<file path="config.mk">
export PLATFORM = sky130hd
export DESIGN_NAME = glob_wildcard_matcher
export DESIGN_NICKNAME = d
export VERILOG_FILES = /design/src/rtl/core/gwm_pkg.sv /design/src/rtl/core/gwm_datapath.sv /design/src/rtl/core/gwm_ctrl.sv /design/src/rtl/core/glob_wildcard_matcher.sv
export SDC_FILE = /design/constraint.sdc
export NUM_CORES = 1
export LEC_CHECK = 0
export BUFFER_PORTS_ARGS = -buffer_cell sky130_fd_sc_hd__clkbuf_2
export CORE_MARGIN = 2
export CORE_UTILIZATION = 63
export DETAILED_ROUTE_END_ITERATION = 8
export PLACE_DENSITY = 0.84
export SYNTH_ARGS = -nofsm -noshare
export SYNTH_HDL_FRONTEND = slang
export SYNTH_SLANG_ARGS = --single-unit
</file>
<file path="constraint.sdc">
create_clock -name clock -period 5.5 [get_ports clock]
set_clock_uncertainty 0.15 [all_clocks]
set_input_delay 0.55 -clock clock [delete_from_list [all_inputs] [get_ports clock]]
set_output_delay 0.55 -clock clock [all_outputs]
set_load 0.01 [all_outputs]
</file>
<file path="src/rtl/core/gwm_pkg.sv">
// ----------------------------------------------------------------------------
// Glob wildcard matcher package
// Shared constants, pattern character codes and the control/status structs
// that join the matcher controller to its datapath.
// ----------------------------------------------------------------------------
package gwm_pkg;

   // Pattern capacity in bytes.
   localparam int PATTERN_MAX = 32;
   // A pattern position runs from 0 to PATTERN_MAX inclusive.
   localparam int POS_W  = $clog2(PATTERN_MAX + 1);
   localparam int ADDR_W = $clog2(PATTERN_MAX);
   localparam int SET_W  = PATTERN_MAX + 1;

   localparam logic [7:0] CH_STAR   = 8'h2A;
   localparam logic [7:0] CH_QUERY  = 8'h3F;
   localparam logic [7:0] CH_LBRACK = 8'h5B;
   localparam logic [7:0] CH_BANG   = 8'h21;
   localparam logic [7:0] CH_DASH   = 8'h2D;
   localparam logic [7:0] CH_RBRACK = 8'h5D;

   typedef enum logic [1:0] {
      OP_CLEAR  = 2'd0,
      OP_APPEND = 2'd1,
      OP_BYTE   = 2'd2,
      OP_END    = 2'd3
   } gwm_op_type;

   // Commands from the controller to the datapath.
   typedef struct packed {
      logic clear_pat;
      logic append_pat;
      logic start_byte;
      logic finish_byte;
      logic restart;
      logic emit;
      logic sweep_apply;
      logic class_open;
      logic set_neg;
      logic rd_inc;
      logic pend_load;
      logic add_single;
      logic add_dash;
      logic add_range;
      logic class_done;
      logic end_at_len;
   } gwm_cmd_type;

   // Status from the datapath back to the controller.
   typedef struct packed {
      logic at_end;
      logic sweep_end;
      logic act;
      logic ch_lbrack;
      logic ch_bang;
      logic ch_dash;
      logic ch_rbrack;
   } gwm_status_type;

endpackage

</file>
<file path="src/rtl/core/gwm_datapath.sv">
// ----------------------------------------------------------------------------
// Glob wildcard matcher datapath
// Pattern store, active-position sets, bracket class evaluation and the
// result register.
// ----------------------------------------------------------------------------
module gwm_datapath
   import gwm_pkg::*;
(
   input  logic           clock,
   input  logic           reset,
   input  logic [7:0]     data_byte,
   input  gwm_cmd_type    cmd,
   output gwm_status_type status,
   output logic           rsp_matched,
   output logic           rsp_overflow
);

   logic [7:0]       store_ff [PATTERN_MAX];
   logic [POS_W-1:0] len_ff, len_in;
   logic [POS_W-1:0] lead_ff, lead_in;
   logic [POS_W-1:0] ptr_ff, ptr_in;
   logic [POS_W-1:0] rd_ff, rd_in;
   logic             ovf_ff, ovf_in;
   logic [SET_W-1:0] active_ff, active_in;
   logic [SET_W-1:0] nxt_ff, nxt_in;
   logic [SET_W-1:0] restart_set;
   logic [7:0]       byte_ff, byte_in;
   logic [7:0]       pend_ff, pend_in;
   logic             neg_ff, neg_in;
   logic             hit_ff, hit_in;
   logic             rsp_matched_ff, rsp_matched_in;
   logic             rsp_ovf_ff, rsp_ovf_in;
   logic [7:0]       ch;
   logic             full, act_bit, star_c, query_c, lbrack_c, lit_hit;
   logic             hit_now, class_res;
   logic [POS_W-1:0] ptr_inc, end_pos;

   // One read port on the store, addressed by the read pointer.
   assign ch       = store_ff[rd_ff[ADDR_W-1:0]];
   assign full     = (len_ff == POS_W'(PATTERN_MAX));
   assign act_bit  = active_ff[ptr_ff];
   assign star_c   = (ch == CH_STAR);
   assign query_c  = (ch == CH_QUERY);
   assign lbrack_c = (ch == CH_LBRACK);
   assign lit_hit  = !star_c && !query_c && !lbrack_c && (ch == byte_ff);
   assign ptr_inc  = ptr_ff + POS_W'(1);
   assign end_pos  = cmd.end_at_len ? len_ff : (rd_ff + POS_W'(1));

   assign hit_now = hit_ff
                  | (cmd.add_single && (byte_ff == pend_ff))
                  | (cmd.add_dash && (byte_ff == CH_DASH))
                  | (cmd.add_range && (pend_ff <= byte_ff) && (byte_ff <= ch));
   assign class_res = hit_now ^ neg_ff;

   always_comb begin
      lead_in = lead_ff;
      len_in  = len_ff;
      ovf_in  = ovf_ff;
      if (cmd.clear_pat) begin
         lead_in = '0;
         len_in  = '0;
         ovf_in  = 1'b0;
      end else if (cmd.append_pat) begin
         if (full) begin
            ovf_in = 1'b1;
         end else begin
            len_in = len_ff + POS_W'(1);
            // Leading stars close position zero over themselves.
            if ((lead_ff == len_ff) && (data_byte == CH_STAR)) begin
               lead_in = lead_ff + POS_W'(1);
            end
         end
      end
   end

   // Start set: position zero and every position behind a leading star.
   always_comb begin
      for (int i = 0; i < SET_W; i++) begin
         restart_set[i] = (POS_W'(i) <= lead_in);
      end
   end

   always_comb begin
      active_in = active_ff;
      if (cmd.restart) begin
         active_in = restart_set;
      end else if (cmd.finish_byte) begin
         active_in = nxt_ff;
      end
   end

   always_comb begin
      nxt_in = nxt_ff;
      if (cmd.start_byte) begin
         nxt_in = '0;
      end
      if (cmd.sweep_apply) begin
         if (act_bit && star_c) begin
            nxt_in[ptr_ff] = 1'b1;
         end
         // Advance on a match, and close over a star that is now active.
         if ((act_bit && (query_c || lit_hit)) ||
             (star_c && (act_bit || nxt_ff[ptr_ff]))) begin
            nxt_in[ptr_inc] = 1'b1;
         end
      end
      if (cmd.class_done && class_res) begin
         nxt_in[end_pos] = 1'b1;
      end
   end

   always_comb begin
      ptr_in  = ptr_ff;
      rd_in   = rd_ff;
      byte_in = byte_ff;
      if (cmd.start_byte) begin
         ptr_in  = '0;
         rd_in   = '0;
         byte_in = data_byte;
      end
      if (cmd.class_open) begin
         rd_in = ptr_inc;
      end
      if (cmd.rd_inc) begin
         rd_in = rd_ff + POS_W'(1);
      end
      if (cmd.sweep_apply || cmd.class_done) begin
         ptr_in = ptr_inc;
         rd_in  = ptr_inc;
      end
   end

   always_comb begin
      neg_in = neg_ff;
      hit_in = hit_now;
      if (cmd.class_open) begin
         neg_in = 1'b0;
         hit_in = 1'b0;
      end else if (cmd.set_neg) begin
         neg_in = 1'b1;
      end
      pend_in = cmd.pend_load ? ch : pend_ff;
   end

   always_comb begin
      rsp_matched_in = rsp_matched_ff;
      rsp_ovf_in     = rsp_ovf_ff;
      if (cmd.emit) begin
         rsp_matched_in = active_ff[len_ff];
         rsp_ovf_in     = ovf_ff;
      end
   end

   always_ff @(posedge clock) begin
      if (cmd.append_pat && !full) begin
         store_ff[len_ff[ADDR_W-1:0]] <= data_byte;
      end
   end

   always_ff @(posedge clock) begin
      if (reset) begin
         len_ff    <= '0;
         lead_ff   <= '0;
         ovf_ff    <= 1'b0;
         active_ff <= SET_W'(1);
      end else begin
         len_ff    <= len_in;
         lead_ff   <= lead_in;
         ovf_ff    <= ovf_in;
         active_ff <= active_in;
      end
   end

   always_ff @(posedge clock) begin
      nxt_ff         <= nxt_in;
      ptr_ff         <= ptr_in;
      rd_ff          <= rd_in;
      byte_ff        <= byte_in;
      pend_ff        <= pend_in;
      neg_ff         <= neg_in;
      hit_ff         <= hit_in;
      rsp_matched_ff <= rsp_matched_in;
      rsp_ovf_ff     <= rsp_ovf_in;
   end

   assign status.at_end    = (rd_ff == len_ff);
   assign status.sweep_end = (ptr_ff == len_ff);
   assign status.act       = act_bit;
   assign status.ch_lbrack = lbrack_c;
   assign status.ch_bang   = (ch == CH_BANG);
   assign status.ch_dash   = (ch == CH_DASH);
   assign status.ch_rbrack = (ch == CH_RBRACK);

   assign rsp_matched  = rsp_matched_ff;
   assign rsp_overflow = rsp_ovf_ff;

`ifndef SYNTHESIS
   a_len_in_range: assert property (@(posedge clock) disable iff (reset)
      len_ff <= POS_W'(PATTERN_MAX))
      else $error("pattern length beyond capacity");

   a_active_below_len: assert property (@(posedge clock) disable iff (reset)
      (active_ff >> len_ff) <= SET_W'(1))
      else $error("active position beyond pattern end");
`endif

endmodule

</file>
<file path="src/rtl/core/gwm_ctrl.sv">
// ----------------------------------------------------------------------------
// Glob wildcard matcher controller
// Sequences commands, the per-byte position sweep and the bracket class scan.
// ----------------------------------------------------------------------------
module gwm_ctrl
   import gwm_pkg::*;
(
   input  logic           clock,
   input  logic           reset,
   input  logic           req_tvalid,
   input  gwm_op_type     req_op,
   output logic           req_tready,
   output logic           rsp_tvalid,
   input  logic           rsp_tready,
   input  gwm_status_type status,
   output gwm_cmd_type    cmd
);

   typedef enum logic [5:0] {
      ST_IDLE      = 6'b000001,
      ST_SWEEP     = 6'b000010,
      ST_CLS_FIRST = 6'b000100,
      ST_CLS_ITEM  = 6'b001000,
      ST_CLS_PEND  = 6'b010000,
      ST_CLS_DASH  = 6'b100000
   } gwm_state_type;

   gwm_state_type state_ff, state_in;
   logic          rsp_valid_ff, rsp_valid_in;
   logic          accept;

   // An end transaction waits only when the result register cannot drain.
   assign req_tready = (state_ff == ST_IDLE) &&
                       ((req_op != OP_END) || !rsp_valid_ff || rsp_tready);
   assign accept     = req_tvalid && req_tready;

   always_comb begin
      state_in = state_ff;
      cmd      = '0;
      case (state_ff)
         ST_IDLE: begin
            if (accept) begin
               case (req_op)
                  OP_CLEAR: begin
                     cmd.clear_pat = 1'b1;
                     cmd.restart   = 1'b1;
                  end
                  OP_APPEND: begin
                     cmd.append_pat = 1'b1;
                     cmd.restart    = 1'b1;
                  end
                  OP_BYTE: begin
                     cmd.start_byte = 1'b1;
                     state_in       = ST_SWEEP;
                  end
                  OP_END: begin
                     cmd.emit    = 1'b1;
                     cmd.restart = 1'b1;
                  end
                  default: begin
                  end
               endcase
            end
         end
         ST_SWEEP: begin
            if (status.sweep_end) begin
               cmd.finish_byte = 1'b1;
               state_in        = ST_IDLE;
            end else if (status.act && status.ch_lbrack) begin
               cmd.class_open = 1'b1;
               state_in       = ST_CLS_FIRST;
            end else begin
               cmd.sweep_apply = 1'b1;
            end
         end
         ST_CLS_FIRST: begin
            if (status.at_end) begin
               cmd.class_done = 1'b1;
               cmd.end_at_len = 1'b1;
               state_in       = ST_SWEEP;
            end else begin
               if (status.ch_bang) begin
                  cmd.set_neg = 1'b1;
                  cmd.rd_inc  = 1'b1;
               end
               state_in = ST_CLS_ITEM;
            end
         end
         ST_CLS_ITEM: begin
            if (status.at_end) begin
               cmd.class_done = 1'b1;
               cmd.end_at_len = 1'b1;
               state_in       = ST_SWEEP;
            end else if (status.ch_rbrack) begin
               cmd.class_done = 1'b1;
               state_in       = ST_SWEEP;
            end else begin
               cmd.pend_load = 1'b1;
               cmd.rd_inc    = 1'b1;
               state_in      = ST_CLS_PEND;
            end
         end
         ST_CLS_PEND: begin
            if (status.at_end) begin
               cmd.add_single = 1'b1;
               cmd.class_done = 1'b1;
               cmd.end_at_len = 1'b1;
               state_in       = ST_SWEEP;
            end else if (status.ch_dash) begin
               cmd.rd_inc = 1'b1;
               state_in   = ST_CLS_DASH;
            end else if (status.ch_rbrack) begin
               cmd.add_single = 1'b1;
               cmd.class_done = 1'b1;
               state_in       = ST_SWEEP;
            end else begin
               // The pending byte stands alone; this byte opens the next item.
               cmd.add_single = 1'b1;
               cmd.pend_load  = 1'b1;
               cmd.rd_inc     = 1'b1;
            end
         end
         ST_CLS_DASH: begin
            if (status.at_end) begin
               cmd.add_single = 1'b1;
               cmd.add_dash   = 1'b1;
               cmd.class_done = 1'b1;
               cmd.end_at_len = 1'b1;
               state_in       = ST_SWEEP;
            end else if (status.ch_rbrack) begin
               cmd.add_single = 1'b1;
               cmd.add_dash   = 1'b1;
               cmd.class_done = 1'b1;
               state_in       = ST_SWEEP;
            end else begin
               cmd.add_range = 1'b1;
               cmd.rd_inc    = 1'b1;
               state_in      = ST_CLS_ITEM;
            end
         end
         default: begin
            state_in = ST_IDLE;
         end
      endcase
   end

   always_comb begin
      rsp_valid_in = rsp_valid_ff;
      if (cmd.emit) begin
         rsp_valid_in = 1'b1;
      end else if (rsp_tready) begin
         rsp_valid_in = 1'b0;
      end
   end

   always_ff @(posedge clock) begin
      if (reset) begin
         state_ff     <= ST_IDLE;
         rsp_valid_ff <= 1'b0;
      end else begin
         state_ff     <= state_in;
         rsp_valid_ff <= rsp_valid_in;
      end
   end

   assign rsp_tvalid = rsp_valid_ff;

`ifndef SYNTHESIS
   a_busy_not_ready: assert property (@(posedge clock) disable iff (reset)
      (state_ff != ST_IDLE) |-> !req_tready)
      else $error("input taken while a byte is being processed");

   a_end_gives_result: assert property (@(posedge clock) disable iff (reset)
      (accept && (req_op == OP_END)) |=> rsp_tvalid)
      else $error("end transaction produced no result");

   a_sweep_returns_idle: assert property (@(posedge clock) disable iff (reset)
      ((state_ff == ST_SWEEP) && status.sweep_end) |=> (state_ff == ST_IDLE))
      else $error("sweep did not finish at pattern end");
`endif

endmodule

</file>
<file path="src/rtl/core/glob_wildcard_matcher.sv">
// ----------------------------------------------------------------------------
// Glob wildcard matcher
// Tests streamed strings against a stored shell glob pattern.
// ----------------------------------------------------------------------------
// The block holds one glob pattern of up to PATTERN_MAX bytes and tests
// streamed strings against it. Each input transaction carries a command in
// req_tuser: clear the pattern, append one pattern byte, feed one string byte
// or end the string. Only an end transaction produces a result: matched says
// whether the whole string since the last end, clear or append matched, and
// pattern_overflow says whether append bytes were dropped since the last
// clear because the pattern was full. '*' matches any run including an empty
// one, '?' matches one byte, and '[...]' is a bracket class of single bytes
// and ranges, negated by a leading '!'; an unclosed class runs to the end of
// the pattern. Clear, append and end transactions are handled without a
// sweep. A string byte walks the pattern positions one per cycle, where no
// active position opens a bracket class, through the single read port of
// the pattern store, then moves the next-position set into the active set;
// no new transaction is taken until it is done. An active position that
// opens a bracket class instead scans the class bytes after the '[' and an
// optional '!' through the same read port, up to and including the closing
// ']' or, for an unclosed class, up to the pattern end. The result sits in
// an output register, so new transactions are taken while it waits; only
// an end transaction waits for that register to drain.
// ----------------------------------------------------------------------------
module glob_wildcard_matcher
   import gwm_pkg::*;
(
   input  logic       clock,
   input  logic       reset,
   input  logic       req_tvalid,
   output logic       req_tready,
   input  logic [7:0] req_tdata,   // [7:0] data_byte
   input  logic [1:0] req_tuser,   // [1:0] cmd
   output logic       rsp_tvalid,
   input  logic       rsp_tready,
   output logic [7:0] rsp_tdata    // [0] matched, [1] pattern_overflow, [7:2] zero
);

   gwm_cmd_type    cmd;
   gwm_status_type status;
   logic           rsp_matched;
   logic           rsp_overflow;

   // The controller decides the sequence of each transaction; the datapath
   // holds the pattern, the active-position sets and the class scan state.
   gwm_ctrl u_ctrl (
      .clock      (clock),
      .reset      (reset),
      .req_tvalid (req_tvalid),
      .req_op     (gwm_op_type'(req_tuser)),
      .req_tready (req_tready),
      .rsp_tvalid (rsp_tvalid),
      .rsp_tready (rsp_tready),
      .status     (status),
      .cmd        (cmd)
   );

   gwm_datapath u_datapath (
      .clock        (clock),
      .reset        (reset),
      .data_byte    (req_tdata),
      .cmd          (cmd),
      .status       (status),
      .rsp_matched  (rsp_matched),
      .rsp_overflow (rsp_overflow)
   );

   // Result fields packed from the lowest bit up.
   assign rsp_tdata = {6'b000000, rsp_overflow, rsp_matched};

endmodule
</file>
==> flow_summary.ini <==
[sta]
hold_violations = 0
setup_viol = 0
relSlewSlack = 0.277
fmax_mhz = 189
maxSlewViolCount = 0
hold_ws_ns = 0.208
fin_crit_ns = 5.30
tightestPinTransition_ns = 1.08
fin_crit_sh = 0.963
tns_ns = 0
rsz0062_at_grt = false
fin_ws_ns = 0.203

[cts]
cts_resized = 0
cts.sinks = 379
hold_buffers = 0
cts_tree = yes
cts_buffers = 39
post-cts-setup-buffer-count = 0
clockBufferDepth = 3
clk_latency_ns = 0.55
path_clk_slew_ns = 0.06
htreeDepth = 2
cts-root-buf = clkbuf_16

[synth]
synth-edff-count = 286
yosys.area_share.adder = 0.0163
async_flop_share = 0
ys_ff_latch = 379
netlist_area_sq_mm = 0.0177
synth_xor_xnor_area_share = 0.0208
synth-simple-area-share = 0.0992
ys.flop_type = edfxtp_1
synth.mux.area_fraction = 0.134
syn_inst = 1302
synth_area_leaders = edfxtp_1 (49%), mux4_2 (11%), dfxtp_1 (11%)
syn_area_per_cell_sq_um = 13.6
synth_compound_area_frac = 0.108
yosys-top-cells-count = edfxtp_1 (286), nor2_1 (111), dfxtp_1 (93)
synth_top_family_by_area = multiplexers
yosysMostFrequentCell = edfxtp_1
synth_top_area_frac = 0.485
ys_seq_area_frac = 0.590
yosys_warnings = 0
synth_top_area_cell = edfxtp_1
synth.distinct_cells = 79

[floorplanning]
die_area_sq_mm = 0.0295
die_w_microns = 172
coreArea_sq_mm = 0.0277
initial_core_util = 0.639
ioPinCount = 24
core.rowCount = 61
die_height_microns = 172

[placement]
io_buffer_count = 17
pre_cts_ws_ns = 0.504
place_congestion = 0.962
dp_hpwl_microns = 31400

[layout]
final_util = 0.705
n_fill_cell = 1748
fin_nets = 1347
syn_to_final_growth_pct = 10.3
n_antenna_cell = 0
drive_above_1_share = 0.188

[worst_setup_path]
end_kind = register
worstPathRequired_ns = 5.75
slowest_delay_ns = 0.77
reg2reg_depth = 13
crit_arrival_ns = 5.55
cpMaxStageDelayCell = xnor2_4
worstSetupPathType = reg2reg
start_kind = register
crit_chain = buf_12, buf_12, mux4_2, mux4_2, mux2i_4, inv_2, nor4_2, nor3b_2, a211oi_1, a311oi_1, o21ai_2, xnor2_4, o31ai_1
cp_max_fo = 33

[detailed_routing]
wl_microns = 48500
routedWlPerCell_microns = 28.2
drt.antenna.violating_nets = 0
vias = 12300
firstDrtPassIters = 7
drt_iter0_drc = 2082
drc = 0
routed_via_density = 7.16

[global_routing]
antenna_found_initial = 1
grt_usage = 0.337
grt_overflow_total = 0
grt_max_degree = 46
grt_pass1_vias = 12000
grt_pass1_wl_microns = 73700

[job]
cap_viol_max_count = 0

[power_and_ir_drop]
leakage_nw = 6.41
powerDensity_mw_per_mm2 = 325
ir_worst_vdd_mv = 0.219

[worst_hold_path]
min_path_cells = 3
holdCritPathClass = in2reg

[outcome]
status = completed
## power breakdown
group	leakage (nW)	internal [mW]	switching, mW
Combinational	2.41	0.130	0.214
Clock	0.664	1.70	1.18
Sequential	3.33	3.10	0.0360
## layout make-up
class | count | area, sq um | area share
clock buffers | 43 | 991 | 0.0508
flip-flops and latches | 379 | 10500 | 0.536
well taps | 378 | 473 | 0.0242
inverters | 37 | 139 | 0.00711
multi-input cells | 805 | 6710 | 0.344
clock inverters | 29 | 397 | 0.0203
repair buffers | 48 | 355 | 0.0182
## critical path: cells and delay by family (launching register included)
family / cells / cell delay [ns]
AND/OR/NAND/NOR: 2 / 0.87
buffers and inverters: 3 / 0.52
XOR/XNOR: 1 / 0.77
AO/OA/AOI/OAI: 4 / 0.85
flip-flops: 1 / 0.58
multiplexers: 3 / 1.39
## state kept, by name, indices dropped and copies added, names as in the netlist, 8 cells and up, named ones only
register	cells
u_datapath.active_ff	33
u_datapath.nxt_ff	33
u_datapath.pend_ff	8
u_datapath.byte_ff	8
u_datapath.store_ff	256
## metrics by stage
| stage | power, mW | cell area, sq um | std cells |
|---|---|---|---|
| after global routing | 6.48 | 19500 | 1719 |
| after CTS | 6.35 | 19500 | 1719 |
| after detailed placement | 3.52 | 18100 | 1647 |
| after global placement | 3.50 | 18100 | 1647 |
| after floorplan | 3.39 | 17700 | 1307 |
| final | 6.35 | 19500 | 1719 |
## cells by family after synthesis
logic type | Yosys count
DFF | 379
and+or+nand+nor | 343
AOI/OAI and AO/OA | 273
buffers and inverters | 123
muxes | 120
xor gates and xnor gates | 40
adders and majority gates | 23
other | 1
## worst paths after layout
path                                                      startpoint                                   end  slack [ns]
worst max-delay path                                        register         u_datapath.nxt_ff[20]$_DFF_P_        0.20
worst min-delay path                                      rsp_tready        u_ctrl.rsp_tvalid$_SDFFE_PP0P_        0.21
worst min register to register  u_datapath.active_ff[0]$_SDFFE_PP1P_  u_datapath.active_ff[0]$_SDFFE_PP1P_        0.34
worst max register to register                              register         u_datapath.nxt_ff[20]$_DFF_P_        0.20
## per-layer routing
layer | GRT usage | vias up | share of wire
li1 | - | 5104 | -
met2 | 0.552 | 907 | 0.48
met5 | 0 | - | 0.00033
met1 | 0.435 | 6087 | 0.36
met4 | 0.178 | 2 | 0.063
met3 | 0.0578 | 212 | 0.094
## cell usage in the layout (no fill, tap or decap), types with 7 or more instances in the layout
cell | Yosys | final
nand2b_1 | 15 | 15
clkbuf_16 | 0 | 39
o31ai_1 | 38 | 38
buf_4 | 8 | 28
o21ai_0 | 27 | 27
nand3_1 | 26 | 26
a311oi_1 | 8 | 8
a211oi_1 | 12 | 12
a22o_1 | 24 | 24
o21a_1 | 12 | 12
a22oi_1 | 12 | 12
mux2_2 | 9 | 9
or2_2 | 9 | 9
nor3_1 | 22 | 22
a32o_1 | 8 | 8
mux4_2 | 90 | 90
a21oi_1 | 63 | 63
dfxtp_1 | 93 | 91
nor2b_1 | 18 | 18
bufinv_16 | 0 | 8
o22ai_1 | 18 | 18
nor4_1 | 9 | 9
clkbuf_2 | 0 | 17
a31oi_1 | 7 | 7
ha_1 | 23 | 23
edfxtp_1 | 286 | 286
clkinv_2 | 0 | 8
xor2_1 | 19 | 19
a221oi_1 | 15 | 15
nand2_1 | 68 | 68
and3_1 | 7 | 7
inv_1 | 33 | 33
xnor2_1 | 20 | 20
nor2_1 | 111 | 110
mux2i_1 | 18 | 18
nand4_1 | 17 | 17
Note: power is estimated with default switching activity, not from simulation.
